## config.mk

```make
export PLATFORM = sky130hd
export DESIGN_NAME = warp_loader
export DESIGN_NICKNAME = d
export VERILOG_FILES = /design/src/hdl/warp_pkg.sv /design/src/hdl/warp_loader.sv
export SDC_FILE = /design/constraint.sdc
export NUM_CORES = 1
export LEC_CHECK = 0
export ABC_CLOCK_PERIOD_IN_PS = 19200
export BUFFER_PORTS_ARGS = -buffer_cell sky130_fd_sc_hd__buf_2
export CORE_MARGIN = 5
export CORE_UTILIZATION = 40
export CTS_BUF_LIST = sky130_fd_sc_hd__clkbuf_4 sky130_fd_sc_hd__clkbuf_8
export CTS_CLUSTER_DIAMETER = 200
export DETAILED_ROUTE_END_ITERATION = 16
export HOLD_SLACK_MARGIN = 0.1
export MAX_ROUTING_LAYER = met4
export PLACE_DENSITY = 0.7
export SKIP_LAST_GASP = 1
export SLEW_MARGIN = 20
export SYNTH_ARGS = -nofsm -noshare
export SYNTH_HDL_FRONTEND = slang
export SYNTH_SLANG_ARGS = --single-unit
```

## constraint.sdc

```tcl
create_clock -name clk -period 19.2 [get_ports clk]
set_clock_uncertainty 0.05 [all_clocks]
set_input_delay 3.84 -clock clk [delete_from_list [all_inputs] [get_ports clk]]
set_output_delay 3.84 -clock clk [all_outputs]
set_load 0.01 [all_outputs]
```

## src/hdl/warp_pkg.sv

```systemverilog
`timescale 1ns / 1ps
// ---------------------------------------------------------------------------
// warp_pkg: shared types and constants
// Geometry limits, transaction structs and the front-to-back queue entry.
// ---------------------------------------------------------------------------
package warp_pkg;
  localparam int MAX_OBS     = 64;
  localparam int MAX_GOODS   = 16;
  localparam int VALUE_BITS  = 16;
  localparam int STORE_DEPTH = MAX_OBS * MAX_GOODS;
  localparam int ADDR_BITS   = $clog2(STORE_DEPTH);
  localparam int POS_BITS    = $clog2(STORE_DEPTH + 1);
  localparam int OBS_BITS    = 7;
  localparam int GOODS_BITS  = 5;
  localparam int IDX_BITS    = $clog2(MAX_OBS);
  localparam int COL_BITS    = $clog2(MAX_GOODS + 1);
  localparam int PROD_BITS   = 2 * VALUE_BITS;
  localparam int ACC_BITS    = PROD_BITS + $clog2(MAX_GOODS + 1);
  localparam int CFG_BITS    = 7;

  localparam logic CFG_OBS   = 1'b0;
  localparam logic CFG_GOODS = 1'b1;

  typedef struct packed {
    logic [15:0] price;
    logic [15:0] quantity;
    logic        last_entry;
  } in_item_t;

  typedef struct packed {
    logic       violation;
    logic [6:0] first_violator;
    logic [6:0] second_violator;
    logic       load_overflow;
  } out_item_t;

  // scan job handed from the loader to the scanner
  typedef struct packed {
    logic                  overflow;
    logic [OBS_BITS-1:0]   n;
    logic [GOODS_BITS-1:0] g;
  } job_t;
endpackage

```

## src/hdl/warp_loader.sv

```systemverilog
`timescale 1ns / 1ps
// ---------------------------------------------------------------------------
// warp_loader: entry loader
// Writes entries into the stores, tracks overflow and queues a scan job.
// ---------------------------------------------------------------------------
module warp_loader import warp_pkg::*; (
  input  logic                  clk,
  input  logic                  rst_n,
  input  logic                  in_valid,
  output logic                  in_ready,
  input  in_item_t              in_data,
  input  logic [OBS_BITS-1:0]   obs_r,
  input  logic [GOODS_BITS-1:0] goods_r,
  input  logic                  scan_busy,
  output logic                  we,
  output logic [ADDR_BITS-1:0]  waddr,
  output logic                  job_valid,
  input  logic                  job_ready,
  output job_t                  job
);
  logic [POS_BITS-1:0]   pos_r, pos_nxt;
  logic                  ovf_r, ovf_nxt;
  logic                  jv_r, jv_nxt;
  job_t                  job_r, job_nxt;
  logic [OBS_BITS-1:0]   n;
  logic [GOODS_BITS-1:0] g;
  logic [POS_BITS+1:0]   cap;
  logic                  fire, fits;

  // clamp geometry
  assign n    = (obs_r > OBS_BITS'(MAX_OBS)) ? OBS_BITS'(MAX_OBS) : obs_r;
  assign g    = (goods_r > GOODS_BITS'(MAX_GOODS)) ? GOODS_BITS'(MAX_GOODS) : goods_r;
  assign cap  = (POS_BITS+2)'(n * g);
  // stores stay untouched while a job waits or the scanner still reads them
  assign in_ready  = !jv_r && !scan_busy;
  assign fire = in_valid && in_ready;
  assign fits = ((POS_BITS+2)'(pos_r) < cap);
  assign we    = fire && fits;
  assign waddr = pos_r[ADDR_BITS-1:0];
  assign job_valid = jv_r;
  assign job       = job_r;

  always_comb begin
    pos_nxt = pos_r;
    ovf_nxt = ovf_r;
    jv_nxt  = jv_r && !job_ready;
    job_nxt = job_r;
    if (fire) begin
      if (fits) pos_nxt = pos_r + 1'b1;
      else ovf_nxt = 1'b1;
      if (in_data.last_entry) begin
        jv_nxt  = 1'b1;
        job_nxt = '{overflow: ovf_r || !fits, n: n, g: g};
        pos_nxt = '0;
        ovf_nxt = 1'b0;
      end
    end
  end

  always_ff @(posedge clk) begin
    if (!rst_n) begin
      pos_r <= '0;
      ovf_r <= 1'b0;
      jv_r  <= 1'b0;
    end else begin
      pos_r <= pos_nxt;
      ovf_r <= ovf_nxt;
      jv_r  <= jv_nxt;
    end
    job_r <= job_nxt;
  end
endmodule

```

# [Word level (Yosys, flattened, before mapping)]
# Cells that the tools add are included.
[classes] addsub=1 n_eq_ne=1 order_cmp=3 mul=1 n_reduce_logical=13 n_mux=8
[op_table] op="$mux 11" n=2
[op_table] op="$lt 11x12->1" n=1
[op_table] op="$mul 7x5->12" n=1
[op_table] op="$add 11x1->11 const B" n=1
[op_table] op="$gt 7x7->1 const B" n=1
[op_table] op="$mux 7" n=1
[op_table] op="$reduce_and 2->1" n=3
[op_table] op="$gt 5x5->1 const B" n=1
[op_table] op="$mux 5" n=1
[op_table] op="$logic_and 1x1->1" n=4
[op_table] op="$logic_not 1->1" n=4
[op_table] op="$mux 1" n=4
[op_table] op="$ne 2x2->1 const B" n=1
[op_table] op="$reduce_bool 2->1" n=1
[op_table] op="$logic_or 1x1->1" n=1
[word_totals] output_inout_bits=26 word_cells=33 input_bits=50 register_bits=26

# [Depth between registers and ports, before layout]
[logic_depth] ltp_word=6 mapped_depth=26 depth_no_buf=23

# [Worst setup path before layout]
# Ideal clock, no wire load.
[synth_timing] path_kind="in2out" startpoint="in obs_r[6]" endpoint="out we" path_stages=22 n_path_buf=2 required_ps=15310 arrival_time_ps=8516 setup_slack_ps=6794 path_cell_list="clkbuf_1 -> nand2b_1 -> inv_1 -> and2_1 -> fa_1 -> fa_1 -> inv_1 -> fa_1 -> inv_1 -> ha_1 -> a21o_1 -> a311oi_1 -> o21ai_0 -> xnor2_1 -> ha_1 -> o21a_1 -> o21a_1 -> o21bai_1 -> or4b_1 -> buf_6 -> nand2_4 -> nor2_1"
[synth_between] elab_chain_len=5
[synth_lines] item="from (decl)" line_no="warp_loader.sv:12" source="input logic [OBS_BITS-1:0] obs_r,"
[synth_lines] item="$gt 7x7->1" line_no="warp_loader.sv:31" source="assign n = (obs_r > OBS_BITS'(MAX_OBS)) ? OBS_BITS'(MAX_OBS) : obs_r;"
[synth_lines] item="$mux 7" line_no="warp_loader.sv:31"
[synth_lines] item="named net n[1]" line_no="warp_loader.sv:25" source="logic [OBS_BITS-1:0] n;"
[synth_lines] item="$mul 7x5->12" line_no="warp_loader.sv:33" source="assign cap = (POS_BITS+2)'(n * g);"
[synth_lines] item="$lt 11x12->1" line_no="warp_loader.sv:37" source="assign fits = ((POS_BITS+2)'(pos_r) < cap);"
[synth_lines] item="$logic_and 1x1->1" line_no="warp_loader.sv:38" source="assign we = fire && fits;"
[synth_lines] item="to (decl)" line_no="warp_loader.sv:15" source="output logic we,"
# The timed path passes the listed nets, and every way through them passes these cells.

# [Worst setup path after layout]
# Ends and elaborated chain as after synthesis.

==> metrics.txt <==
share of cells above drive strength 1 17.25%; fin crit period 12.96 ns; final setup violation count 0; FF+latch count, synth 26; Max clock buf depth 2; CP Data Arrival Time 9.07 ns; full die area 8029 sq um; remaining global-route overflow 0; RSZ-0062 raised after global routing no; via count of the routed design 2066; Slew headroom 59.07%; Max-cap violations 0; Crit path required time 15.31 ns; Hold Path Depth 2; port bufs 43; DRT Wirelength 5417 um; Clk Latency, worst-skew pair 0.28 ns; TNS Setup 0 ns; Hold Vio Cnt, Final 0; Synth async-reset ratio 0%; Primary FF master, synth edfxtp_1; Worst-path clk slew 0.10 ns; Worst-Margin Slew 0.6133 ns; Setup CP Type input port to primary output; Reg2Reg Depth 8; Initial Util 40.62%; Synth Warn # 0; DR pass1 iterations 4; DR DRC count 0; largest net degree at the start of global routing 16; gr usage total 14.30%; register area share after synthesis 25.67%; Area growth syn-to-layout 10.32%; CTS resizes 0; post-DP HPWL 4338 um; CTS Root Cell clkbuf_8; Post-synth EDFFs 13; Rows 29; Die W 89.61 um; core box area 6241 sq um; post-layout util 44.81%; synth top area cells edfxtp_1 (15%), ha_1 (15%), fa_1 (12%); synthesized cell area 2535 sq um; post-synth top area cell edfxtp_1; fillers 627; gpl congestion 0.8607; via density per instance 5.297; total setup buffers inserted after CTS 0; # IOs 76; crit start category input port; fin. max-slew vios 0; CTS Hold Bufs 0; Cells after Synth 286; static leakage 1.380 nW; DRT iter0 DRCs 164; syn_nets 382; initial antenna violation count 0; Place WS 6.241 ns; fin nets 410; Routed Antenna Nets 0; cts bufs inserted 3; PwrDens 50.17 nW/um^2; n_diodes 0; number of global-route vias before repair 1887; status finished clean; die height 89.61 um; HP Class flop to flop; setup ws final 6.240 ns; CTS tree yes; Worst VDD drop 0.00002655 V; Max Freq 77.16 MHz; share of the synthesized area in the top cell type 15.40%; drt wl/cell 13.89 um; CTS sink cnt 26; Period Utilization, post-route 67.50%; first-pass GRT wire length 8783 um; Distinct cells, synth 47; worst-path fanout max 13; # H-tree levels 1; Mean Syn Cell Area 8.863 sq um; Worst setup EP type primary output
## stage by stage
step / instances / cell area, sq um / power [W] / hold slack [ns]
floorplan: 286 / 2535 / 0.00008626 / 0.4094
global placement: 386 / 2725 / 0.00009419 / 0.4282
detailed placement: 386 / 2725 / 0.00009490 / 0.4331
CTS: 390 / 2796 / 0.0001421 / 0.4568
global route: 390 / 2796 / 0.0001496 / 0.4816
finish: 390 / 2796 / 0.0001403 / 0.4536
## synthesized netlist by cell type, drive strengths merged, types with 4 or more instances
cell type,n
and3,4
xnor2,4
nand2,22
nor2,26
nand2b,12
clkbuf,7
a21oi,16
a31oi,6
ha,31
edfxtp,13
o211ai,4
fa,15
nand3,7
o21ai,8
buf,13
inv,35
and2,9
dfxtp,13
## worst max-delay path: stages
cell and delay [ns]:
buf_2 0.22, nand2b_1 0.21, inv_1 0.10, and2_1 0.18
fa_1 0.51, fa_1 0.55, inv_1 0.05, fa_1 0.52
inv_1 0.04, ha_1 0.35, a21o_1 0.21, a311oi_1 0.33
o21ai_0 0.18, xnor2_1 0.16, ha_1 0.29, o21a_1 0.11
o21a_1 0.12, o21bai_1 0.06, or4b_1 0.66, nand2_4 0.16
nor2_1 0.05, buf_2 0.15
## kinds of logic after synthesis
group / count (synthesis) / synth area share [%]
adders and majority gates: 46 / 27.15
buffers and inverters: 55 / 9.970
and+or+nand+nor: 95 / 19.84
muxes: 1 / 0.3949
DFF: 26 / 25.67
AOI/OAI and AO/OA: 56 / 14.56
xor gates and xnor gates: 7 / 2.419
## power by group
| group | internal, W | switching [W] |
|---|---|---|
| Clock | 0.0000279 | 0.0000188 |
| Combinational | 0.0000133 | 0.0000202 |
| Sequential | 0.0000595 | 0.000000480 |
| Total | 0.000101 | 0.0000395 |
## path summary, 6_finish.rpt
| path | slack, ns | startpoint | to |
|---|---|---|---|
| max | 6.24 | obs_r[6] | we |
| min | 0.45 | job_valid | job_valid |
| max reg2reg | 16.55 | pos_r[6] | pos_r[7] |
| min reg2reg | 0.45 | job_valid | job_valid |
## layout make-up
| cell class | count | area [sq um] | area share, % |
|---|---|---|---|
| Timing Repair Buffer | 43 | 215.2 | 7.696 |
| Clock inverter | 1 | 30.03 | 1.074 |
| Tap cell | 77 | 96.34 | 3.445 |
| Sequential cell | 26 | 650.6 | 23.27 |
| Clock buffer | 3 | 41.29 | 1.477 |
| Inverter | 35 | 131.4 | 4.698 |
| Multi-Input combinational cell | 205 | 1632 | 58.34 |
## routing by layer
metal  vias to the layer above  part of all wire [%]  GRT usage (%)
li1                       1030                     -              -
met1                       980                    46          19.97
met2                        52                    47          21.14
met3                         4                   5.6          1.825
met4                         0                   1.4          5.277
met5                         -                     0              -
## layout by cell type (no fill, tap or decap), types with 2 or more instances in the layout
cell	count
nand2b_1	11
and2_1	8
nor2_1	26
xor2_1	3
a311oi_1	2
o21bai_1	2
dfxtp_1	13
ha_1	31
xnor2_1	4
a41oi_1	2
o211ai_1	4
o211a_1	2
o311ai_0	2
nand4_1	2
a211oi_1	3
or4_1	2
fa_1	15
clkbuf_8	3
nand2_1	21
edfxtp_1	13
nand4b_1	3
o21a_1	3
nor4_1	2
nor3_1	2
nand3_1	7
a21o_1	3
a31oi_1	6
inv_1	35
buf_2	43
a21oi_1	16
and3_1	3
o21ai_0	8
## sequential cells by signal, summed over array words and instances, names as in the netlist
name,count
job,13
pos_r,11
ovf_r,1
job_valid,1
Power figures use the tool's default switching activity.
