$ cat config.mk
export PLATFORM = sky130hd
export DESIGN_NAME = warp_scanner
export DESIGN_NICKNAME = d
export VERILOG_FILES = /design/src/hdl/warp_pkg.sv /design/src/hdl/warp_scanner.sv
export SDC_FILE = /design/constraint.sdc
export NUM_CORES = 2
export LEC_CHECK = 0
export BUFFER_PORTS_ARGS = -buffer_cell sky130_fd_sc_hd__buf_2
export CORE_MARGIN = 2
export CORE_UTILIZATION = 50
export CTS_BUF_LIST = sky130_fd_sc_hd__clkbuf_16
export DETAILED_ROUTE_END_ITERATION = 7
export GPL_TIMING_DRIVEN = 1
export PLACE_DENSITY = 0.68
export SYNTH_ARGS = -nofsm -noshare
export SYNTH_HDL_FRONTEND = slang
export SYNTH_SLANG_ARGS = --single-unit
$ cat constraint.sdc
create_clock -name clk -period 11.5 [get_ports clk]
set_input_delay 3.45 -clock clk [delete_from_list [all_inputs] [get_ports clk]]
set_output_delay 3.45 -clock clk [all_outputs]
set_load 0.03 [all_outputs]
$ cat src/hdl/warp_pkg.sv
`timescale 1ns / 1ps
// ---------------------------------------------------------------------------
// warp_pkg: shared types and constants
// Geometry limits, transaction structs and the front-to-back queue entry.
// ---------------------------------------------------------------------------
package warp_pkg;
  localparam int MAX_OBS     = 64;
  localparam int MAX_GOODS   = 16;
  localparam int VALUE_BITS  = 16;
  localparam int STORE_DEPTH = MAX_OBS * MAX_GOODS;
  localparam int ADDR_BITS   = $clog2(STORE_DEPTH);
  localparam int POS_BITS    = $clog2(STORE_DEPTH + 1);
  localparam int OBS_BITS    = 7;
  localparam int GOODS_BITS  = 5;
  localparam int IDX_BITS    = $clog2(MAX_OBS);
  localparam int COL_BITS    = $clog2(MAX_GOODS + 1);
  localparam int PROD_BITS   = 2 * VALUE_BITS;
  localparam int ACC_BITS    = PROD_BITS + $clog2(MAX_GOODS + 1);
  localparam int CFG_BITS    = 7;

  localparam logic CFG_OBS   = 1'b0;
  localparam logic CFG_GOODS = 1'b1;

  typedef struct packed {
    logic [15:0] price;
    logic [15:0] quantity;
    logic        last_entry;
  } in_item_t;

  typedef struct packed {
    logic       violation;
    logic [6:0] first_violator;
    logic [6:0] second_violator;
    logic       load_overflow;
  } out_item_t;

  // scan job handed from the loader to the scanner
  typedef struct packed {
    logic                  overflow;
    logic [OBS_BITS-1:0]   n;
    logic [GOODS_BITS-1:0] g;
  } job_t;
endpackage

$ cat src/hdl/warp_scanner.sv
`timescale 1ns / 1ps
// ---------------------------------------------------------------------------
// warp_scanner: pairwise scan engine
// Walks pairs i<k, streaming one good of both rows at a time (RDI, RDK, MUL,
// ACC) through the store, accumulating four dot products, and emits the first
// violation, or a result without one when no pair violates.
module warp_scanner import warp_pkg::*; (
  input  logic                 clk,
  input  logic                 rst_n,
  input  logic                 job_valid,
  output logic                 job_ready,
  input  job_t                 job,
  output logic                 scan_busy,
  output logic [ADDR_BITS-1:0] raddr,
  input  logic [15:0]          p_rd,
  input  logic [15:0]          x_rd,
  output logic                 out_valid,
  input  logic                 out_ready,
  output out_item_t            out_data
);
  localparam logic [2:0] S_IDLE  = 3'd0;
  localparam logic [2:0] S_RDI   = 3'd1;
  localparam logic [2:0] S_RDK   = 3'd2;
  localparam logic [2:0] S_MUL   = 3'd3;
  localparam logic [2:0] S_ACC   = 3'd4;
  localparam logic [2:0] S_CMP   = 3'd5;
  localparam logic [2:0] S_OUT   = 3'd6;

  logic [2:0]            st_r, st_nxt;
  job_t                  job_r, job_nxt;
  logic [OBS_BITS-1:0]   i_r, i_nxt, k_r, k_nxt;
  logic [COL_BITS-1:0]   c_r, c_nxt;
  logic [15:0]           pi_r, pi_nxt, xi_r, xi_nxt;
  logic [PROD_BITS-1:0]  m0_r, m1_r, m2_r, m3_r;
  logic [15:0]           xk_r;
  logic [ACC_BITS-1:0]   a0_r, a1_r, a2_r, a3_r;
  logic [ACC_BITS-1:0]   a0_nxt, a1_nxt, a2_nxt, a3_nxt;
  logic                  d_r, d_nxt;
  out_item_t             res_r, res_nxt;
  logic [OBS_BITS+GOODS_BITS:0] base;
  logic                  hit;

  assign job_ready = (st_r == S_IDLE);
  assign scan_busy = (st_r != S_IDLE) && (st_r != S_OUT);
  assign out_valid = (st_r == S_OUT);
  assign out_data  = res_r;
  assign hit = (a0_r >= a1_r) && (a2_r >= a3_r) && d_r;

  // address of current good in row i or row k
  always_comb begin
    base = (st_r == S_RDI) ? (OBS_BITS+GOODS_BITS+1)'(i_r * job_r.g)
                           : (OBS_BITS+GOODS_BITS+1)'(k_r * job_r.g);
    raddr = ADDR_BITS'(base + (OBS_BITS+GOODS_BITS+1)'(c_r));
  end

  always_comb begin
    st_nxt = st_r; job_nxt = job_r; i_nxt = i_r; k_nxt = k_r; c_nxt = c_r;
    pi_nxt = pi_r; xi_nxt = xi_r;
    a0_nxt = a0_r; a1_nxt = a1_r; a2_nxt = a2_r; a3_nxt = a3_r;
    d_nxt = d_r; res_nxt = res_r;
    case (st_r)
      S_IDLE: begin
        if (job_valid) begin
          job_nxt = job;
          i_nxt = '0; k_nxt = OBS_BITS'(1); c_nxt = '0;
          a0_nxt = '0; a1_nxt = '0; a2_nxt = '0; a3_nxt = '0; d_nxt = 1'b0;
          res_nxt = '{violation: 1'b0, first_violator: '0, second_violator: '0,
                      load_overflow: job.overflow};
          st_nxt = (job.n < OBS_BITS'(2) || job.g == '0) ? S_OUT : S_RDI;
        end
      end
      S_RDI: st_nxt = S_RDK;
      S_RDK: begin
        pi_nxt = p_rd; xi_nxt = x_rd;
        st_nxt = S_MUL;
      end
      S_MUL: st_nxt = S_ACC;
      S_ACC: begin
        a0_nxt = a0_r + ACC_BITS'(m0_r);
        a1_nxt = a1_r + ACC_BITS'(m1_r);
        a2_nxt = a2_r + ACC_BITS'(m2_r);
        a3_nxt = a3_r + ACC_BITS'(m3_r);
        if (xi_r != xk_r) d_nxt = 1'b1;
        if (c_r + 1'b1 == COL_BITS'(job_r.g)) begin
          st_nxt = S_CMP;
        end else begin
          c_nxt = c_r + 1'b1;
          st_nxt = S_RDI;
        end
      end
      S_CMP: begin
        c_nxt = '0;
        a0_nxt = '0; a1_nxt = '0; a2_nxt = '0; a3_nxt = '0; d_nxt = 1'b0;
        if (hit) begin
          res_nxt.violation = 1'b1;
          res_nxt.first_violator  = i_r + 1'b1;
          res_nxt.second_violator = k_r + 1'b1;
          st_nxt = S_OUT;
        end else if (k_r + 1'b1 < job_r.n) begin
          k_nxt = k_r + 1'b1;
          st_nxt = S_RDI;
        end else if (i_r + OBS_BITS'(2) < job_r.n) begin
          i_nxt = i_r + 1'b1;
          k_nxt = i_r + OBS_BITS'(2);
          st_nxt = S_RDI;
        end else begin
          st_nxt = S_OUT;
        end
      end
      S_OUT: if (out_ready) st_nxt = S_IDLE;
      default: st_nxt = S_IDLE;
    endcase
  end

  // products registered once the k entry is in
  always_ff @(posedge clk) begin
    if (st_r == S_MUL) begin
      m0_r <= pi_r * xi_r;
      m1_r <= pi_r * x_rd;
      m2_r <= p_rd * x_rd;
      m3_r <= p_rd * xi_r;
      xk_r <= x_rd;
    end
  end

  always_ff @(posedge clk) begin
    if (!rst_n) st_r <= S_IDLE;
    else st_r <= st_nxt;
    job_r <= job_nxt; i_r <= i_nxt; k_r <= k_nxt; c_r <= c_nxt;
    pi_r <= pi_nxt; xi_r <= xi_nxt;
    a0_r <= a0_nxt; a1_r <= a1_nxt; a2_r <= a2_nxt; a3_r <= a3_nxt;
    d_r <= d_nxt; res_r <= res_nxt;
  end
endmodule

=== Yosys cells after proc, flatten, opt, wreduce, memory -nomap -nowiden ===
Index checks and enable logic that the tools add are counted.
Widths: inputs -> output; s select.

* Memory bits (writable): 0
* Bits in latches: 0
* Flip-flop bits (word level): 375
* Memories kept: 0
* Memory bits (read-only): 0
* Input bits: 49

* $add $sub $neg: 9
* Equality and inequality tests: 18
* Shifts and indexed selects: 0
* Multipliers: 6
* $lt $le $gt $ge: 5
* Mux-type cells: 33
* Divide/modulo/power cells: 0
* Reduce and logical (&&, ||, !) cells: 17
* Bitwise gates (word level): 0

{| class="wikitable"
|+ Operators with widths
! cell !! count
|-
| $pmux 37 s3 || 4
|-
| $add 37x32->37 || 4
|-
| $mul 16x16->32 || 4
|-
| $ge 37x37->1 || 2
|-
| $mux 7 || 8
|-
| $mux 37 || 1
|-
| $pmux 15 s2 || 1
|-
| $pmux 7 s2 || 2
|-
| $mux 3 || 7
|-
| $pmux 3 s7 || 1
|-
| $mul 7x5->10 || 2
|-
| $mux 16 || 1
|-
| $ne 16x16->1 || 1
|-
| $mux 15 || 1
|-
| $pmux 5 s3 || 1
|-
| $add 7x1->7 const B || 2
|-
| $lt 7x7->1 || 2
|-
| $ne 2x2->1 const B || 7
|-
| $add 10x5->10 || 1
|-
| $mux 10 || 1
|-
| $mux 5 || 2
|-
| $eq 3x3->1 const B || 3
|-
| $reduce_and 3->1 || 3
|-
| $add 7x2->7 const B || 1
|-
| 18 further kinds || 26
|}

=== Logic depth before layout (Yosys ltp) ===
* Depth after elaboration: 6
* Gate-level depth with buffers: 24

=== Worst setup path before layout ===
OpenSTA, ideal clock, no wires.

* Kind: register to register
* Start point: reg st_r[0]
* End point: reg m0_r[0] (enable)
* Period minus slack after synthesis: 11928 ps
* Cell stages (with the launch flop): 4
* Arrival: 11072 ps
* Buffers on the path: 1
* Slack: -428 ps
* Cells stage by stage: dfxtp_1 -> inv_1 -> clkbuf_1 -> nor3b_1

* Cells in the longest elaborated chain, start to end: 1

{| class="wikitable"
|+ RTL lines
! item !! RTL line !! RTL
|-
| start: declaration || warp_scanner.sv:29 || <nowiki>logic [2:0] st_r, st_nxt;</nowiki>
|-
| start signal: assignment || warp_scanner.sv:128 || <nowiki>else st_r <= st_nxt;</nowiki>
|-
| $eq 3x2->1 || warp_scanner.sv:117 || <nowiki>if (st_r == S_MUL) begin</nowiki>
|-
| end signal: assignment || warp_scanner.sv:118 || <nowiki>m0_r <= pi_r * xi_r;</nowiki>
|-
| end: declaration || warp_scanner.sv:34 || <nowiki>logic [PROD_BITS-1:0] m0_r, m1_r, m2_r, m3_r;</nowiki>
|}

No other way between the ends.
A chain may end at the register's enable or synchronous reset.

=== Worst setup path after layout ===
* Start point: in x_rd[1]
* End point: reg m2_r[30] (data pin)

* Cells in the longest elaborated chain, start to end: 1

{| class="wikitable"
|+ RTL lines
! item !! RTL line !! RTL
|-
| start: declaration || warp_scanner.sv:16 || <nowiki>input logic [15:0] x_rd,</nowiki>
|-
| $mul 16x16->32 || warp_scanner.sv:120 || <nowiki>m2_r <= p_rd * x_rd;</nowiki>
|-
| end signal: assignment || warp_scanner.sv:120 ||
|-
| end: declaration || warp_scanner.sv:34 ||
|}

No other way between the ends.

==> impl_metrics.py <==
metrics = {
    "synthesis": {
        "synthArstFlopShare": 0,
        "syn_area_per_cell_um2": 9.45,
        "ys.flop_type": "edfxtp_1",
        "yosys_warnings": 0,
        "synthCells": 6053,
        "seq_area_frac_synth": 0.196,
        "synth_edf_count": 372,
        "ys_types": 72,
        "synth.ff_latch_count": 375,
        "syn_area_um2": 57200,
        "syn_nets": 7580,
    },
    "die": {
        "rows": 124,
        "die_w_um": 342,
        "ioPinCount": 78,
        "coreArea_um2": 114000,
        "start_util": 0.502,
        "dieArea_um2": 117000,
        "die_height_um": 342,
    },
    "routing": {
        "drcViolationCount": 0,
        "viasPerCell": 5.56,
        "vias": 41900,
        "wl_per_cell_um": 18.5,
        "wl_um": 139000,
        "ant_nets": 0,
        "drtPass1Iterations": 6,
        "drt_first_iter_violations": 2986,
    },
    "power": {
        "ir_worst_vdd_v": 0.000312,
        "p_per_area_nw_per_um2": 220,
        "p_sw_frac": 0.476,
        "pwr-share-seq": 0.161,
        "comb_power_share": 0.732,
        "p_leak_nw": 29.0,
        "p_int_mw": 6.98,
        "p_total_mw": 13.3,
        "switching_power_mw": 6.33,
        "clockPowerShare": 0.106,
    },
    "global_routing": {
        "grt.total_usage": 0.245,
        "grt_pass1_wl_um": 230000,
        "antenna_found_initial": 7,
        "grt.overflow.total": 0,
        "grt_pass1_vias": 43300,
        "grt_max_degree": 76,
    },
    "layout": {
        "syn2layout_area_growth_pct": 5.63,
        "final_common_cell": "inv_1",
        "drive_gt1_frac": 0.0387,
        "fin_nets": 7515,
        "most-common-layout-cells": "inv_1, fa_1, nand2_1",
        "nFillCells": 10300,
    },
    "placed_design": {
        "post-dp-hpwl_um": 105000,
        "portBuffers": 77,
        "gp_congestion": 0.888,
    },
    "cts": {
        "numClockSinks": 375,
        "ctsResizeCount": 0,
        "cts_buffer_depth": 3,
        "numCtsBuffers": 45,
        "clk_latency_ns": 0.62,
        "cts.clk_slew.worst_paths_ns": 0.06,
        "ctsHoldBuffers": 0,
        "cts_tree": "done",
        "post_cts_buffers": 0,
        "htreeDepth": 2,
        "cts_root_buffer": "clkbuf_16",
    },
    "timing": {
        "post-route-period-util": 0.834,
        "worst_pin_slew_ns": 1.26,
        "slew_violations": 0,
        "final.setup.tns_ns": 0,
        "slew_headroom": 0.159,
        "fmax_ghz": 0.104,
        "clock_skew_ns": 0.0144,
        "whs_ns": 0.640,
        "min_period_ns": 9.59,
        "rsz0062_at_grt": "false",
        "finalSetupViolCount": 0,
        "finalHoldViolations": 0,
    },
    "hold_path": {
        "min_path_type": "reg -> reg",
        "min_path_cells": 2,
        "holdCritStartpoint": "a0_r[36]",
        "holdPathEnd": "a0_r[36]",
    },
    "worst_setup_path": {
        "reg2reg_setup_slack_ns": 4.04,
        "end_kind": "register",
        "worstPathRequired_ns": 11.93,
        "path_max_fanout": 34,
        "r2r_end": "m0_r[30]",
        "crit_path_start_kind": "input pin",
        "worstSetupPathType": "in -> reg",
        "cp.arrival_ns": 10.01,
        "r2r_start": "xi_r[6]",
        "rr_worst_depth": 22,
    },
    "outcome": {
        "status": "finished clean",
    },
    "job": {
        "maxCapViolations": 0,
    },
}
## critical path, cell delays in order
cell and delay (ns):
buf_2 0.64, nand2_1 0.18, fa_1 0.55, fa_1 0.57
fa_1 0.45, fa_1 0.54, inv_1 0.05, fa_1 0.48
inv_1 0.05, fa_1 0.47, inv_1 0.04, ha_1 0.34
o211ai_1 0.15, a31oi_1 0.07, a211oi_1 0.47, o21ai_1 0.27
a311oi_2 0.56, o21ai_0 0.28, a31o_2 0.30, o311ai_1 0.08
## kinds of logic after synthesis
group / after synthesis / synth area share
compound gates: 777 / 0.0892
xor+xnor: 259 / 0.0397
fa+ha+maj: 1478 / 0.430
buf+inv: 1348 / 0.0885
flops: 375 / 0.196
mux: 22 / 0.00394
simple gates: 1794 / 0.153
## state kept, by name (all words and copies together) (netlist names), 32 cells and up
name and cells:
a0_r 37, m1_r 32, m0_r 32, a3_r 37, a2_r 37, m2_r 32
m3_r 32, a1_r 37
## cell usage after synthesis, types with 11 or more instances
cell,n,area (µm²)
inv_1,1104,4140
and2_1,514,3220
nor2b_1,27,169
a31oi_1,44,275
nand4_1,30,188
o211ai_1,18,135
nor2_1,236,886
and3_1,38,238
mux2i_1,18,180
buf_1,11,41.3
o21bai_1,38,285
clkbuf_1,233,875
nand2b_1,29,181
a21boi_0,12,90.1
a211oi_1,39,293
nor3_1,65,325
xor2_1,93,815
edfxtp_1,372,11200
a21oi_1,218,1090
fa_1,809,16200
ha_1,669,8370
o21ai_0,119,596
xnor2_1,166,1450
a21o_1,127,953
nand2_1,718,2700
o21a_1,48,360
or2_2,11,68.8
nand3_1,64,320
nor4_1,15,93.8
## cell type report
class / count / area, µm² / share of cell area
antenna: 4 / 10.0 / 0.000166
clock buffer: 45 / 1130 / 0.0186
clock inverter: 36 / 275 / 0.00456
inverter: 1104 / 4150 / 0.0687
multi-input combinational: 4330 / 40900 / 0.677
sequential: 375 / 11200 / 0.186
tap: 1512 / 1890 / 0.0313
timing repair buffer: 132 / 798 / 0.0132
## routing by layer
| metal | vias to the layer above | global-route usage | part of all wire |
|---|---|---|---|
| li1 | 19300 | - | - |
| met4 | 6 | 0.0536 | 0.021 |
| met3 | 181 | 0.0298 | 0.068 |
| met5 | - | 0 | 0.00030 |
| met1 | 21100 | 0.346 | 0.44 |
| met2 | 1298 | 0.405 | 0.47 |
## per-stage QoR
step | instance area, µm² | setup slack, ns | utilization | instances
CTS | 60400 | 2.00 | 0.530 | 7534
global placement | 59000 | 1.47 | 0.518 | 7453
floorplan | 57200 | 2.26 | - | 6053
detailed placement | 59000 | 1.40 | 0.518 | 7453
global route | 60400 | 1.48 | 0.530 | 7534
finish | 60400 | 1.91 | 0.530 | 7538
## power by group through the flow
stage | Combinational (mW) | Sequential (mW) | Clock [mW]
CTS | 9.85 | 2.15 | 1.44
global placement | 9.64 | 2.18 | 0
floorplan | 7.47 | 2.15 | 0
detailed placement | 9.75 | 2.18 | 0
finish | 9.75 | 2.15 | 1.41
global route | 11.1 | 2.16 | 1.48
## worst max-delay path by stage
stage,start,endpoint,slack [ns],depth (start not counted)
6_report,x_rd[1],m2_r[30],1.91,20
4_1_cts,x_rd[1],m2_r[30],2.00,20
5_1_grt,x_rd[1],m2_r[30],1.48,20
2_1_floorplan,p_rd[11],m3_r[30],2.26,20
3_5_place_dp,x_rd[1],m2_r[30],1.40,20
3_3_place_gp,x_rd[1],m2_r[30],1.47,20
Power figures use the tool's default switching activity.
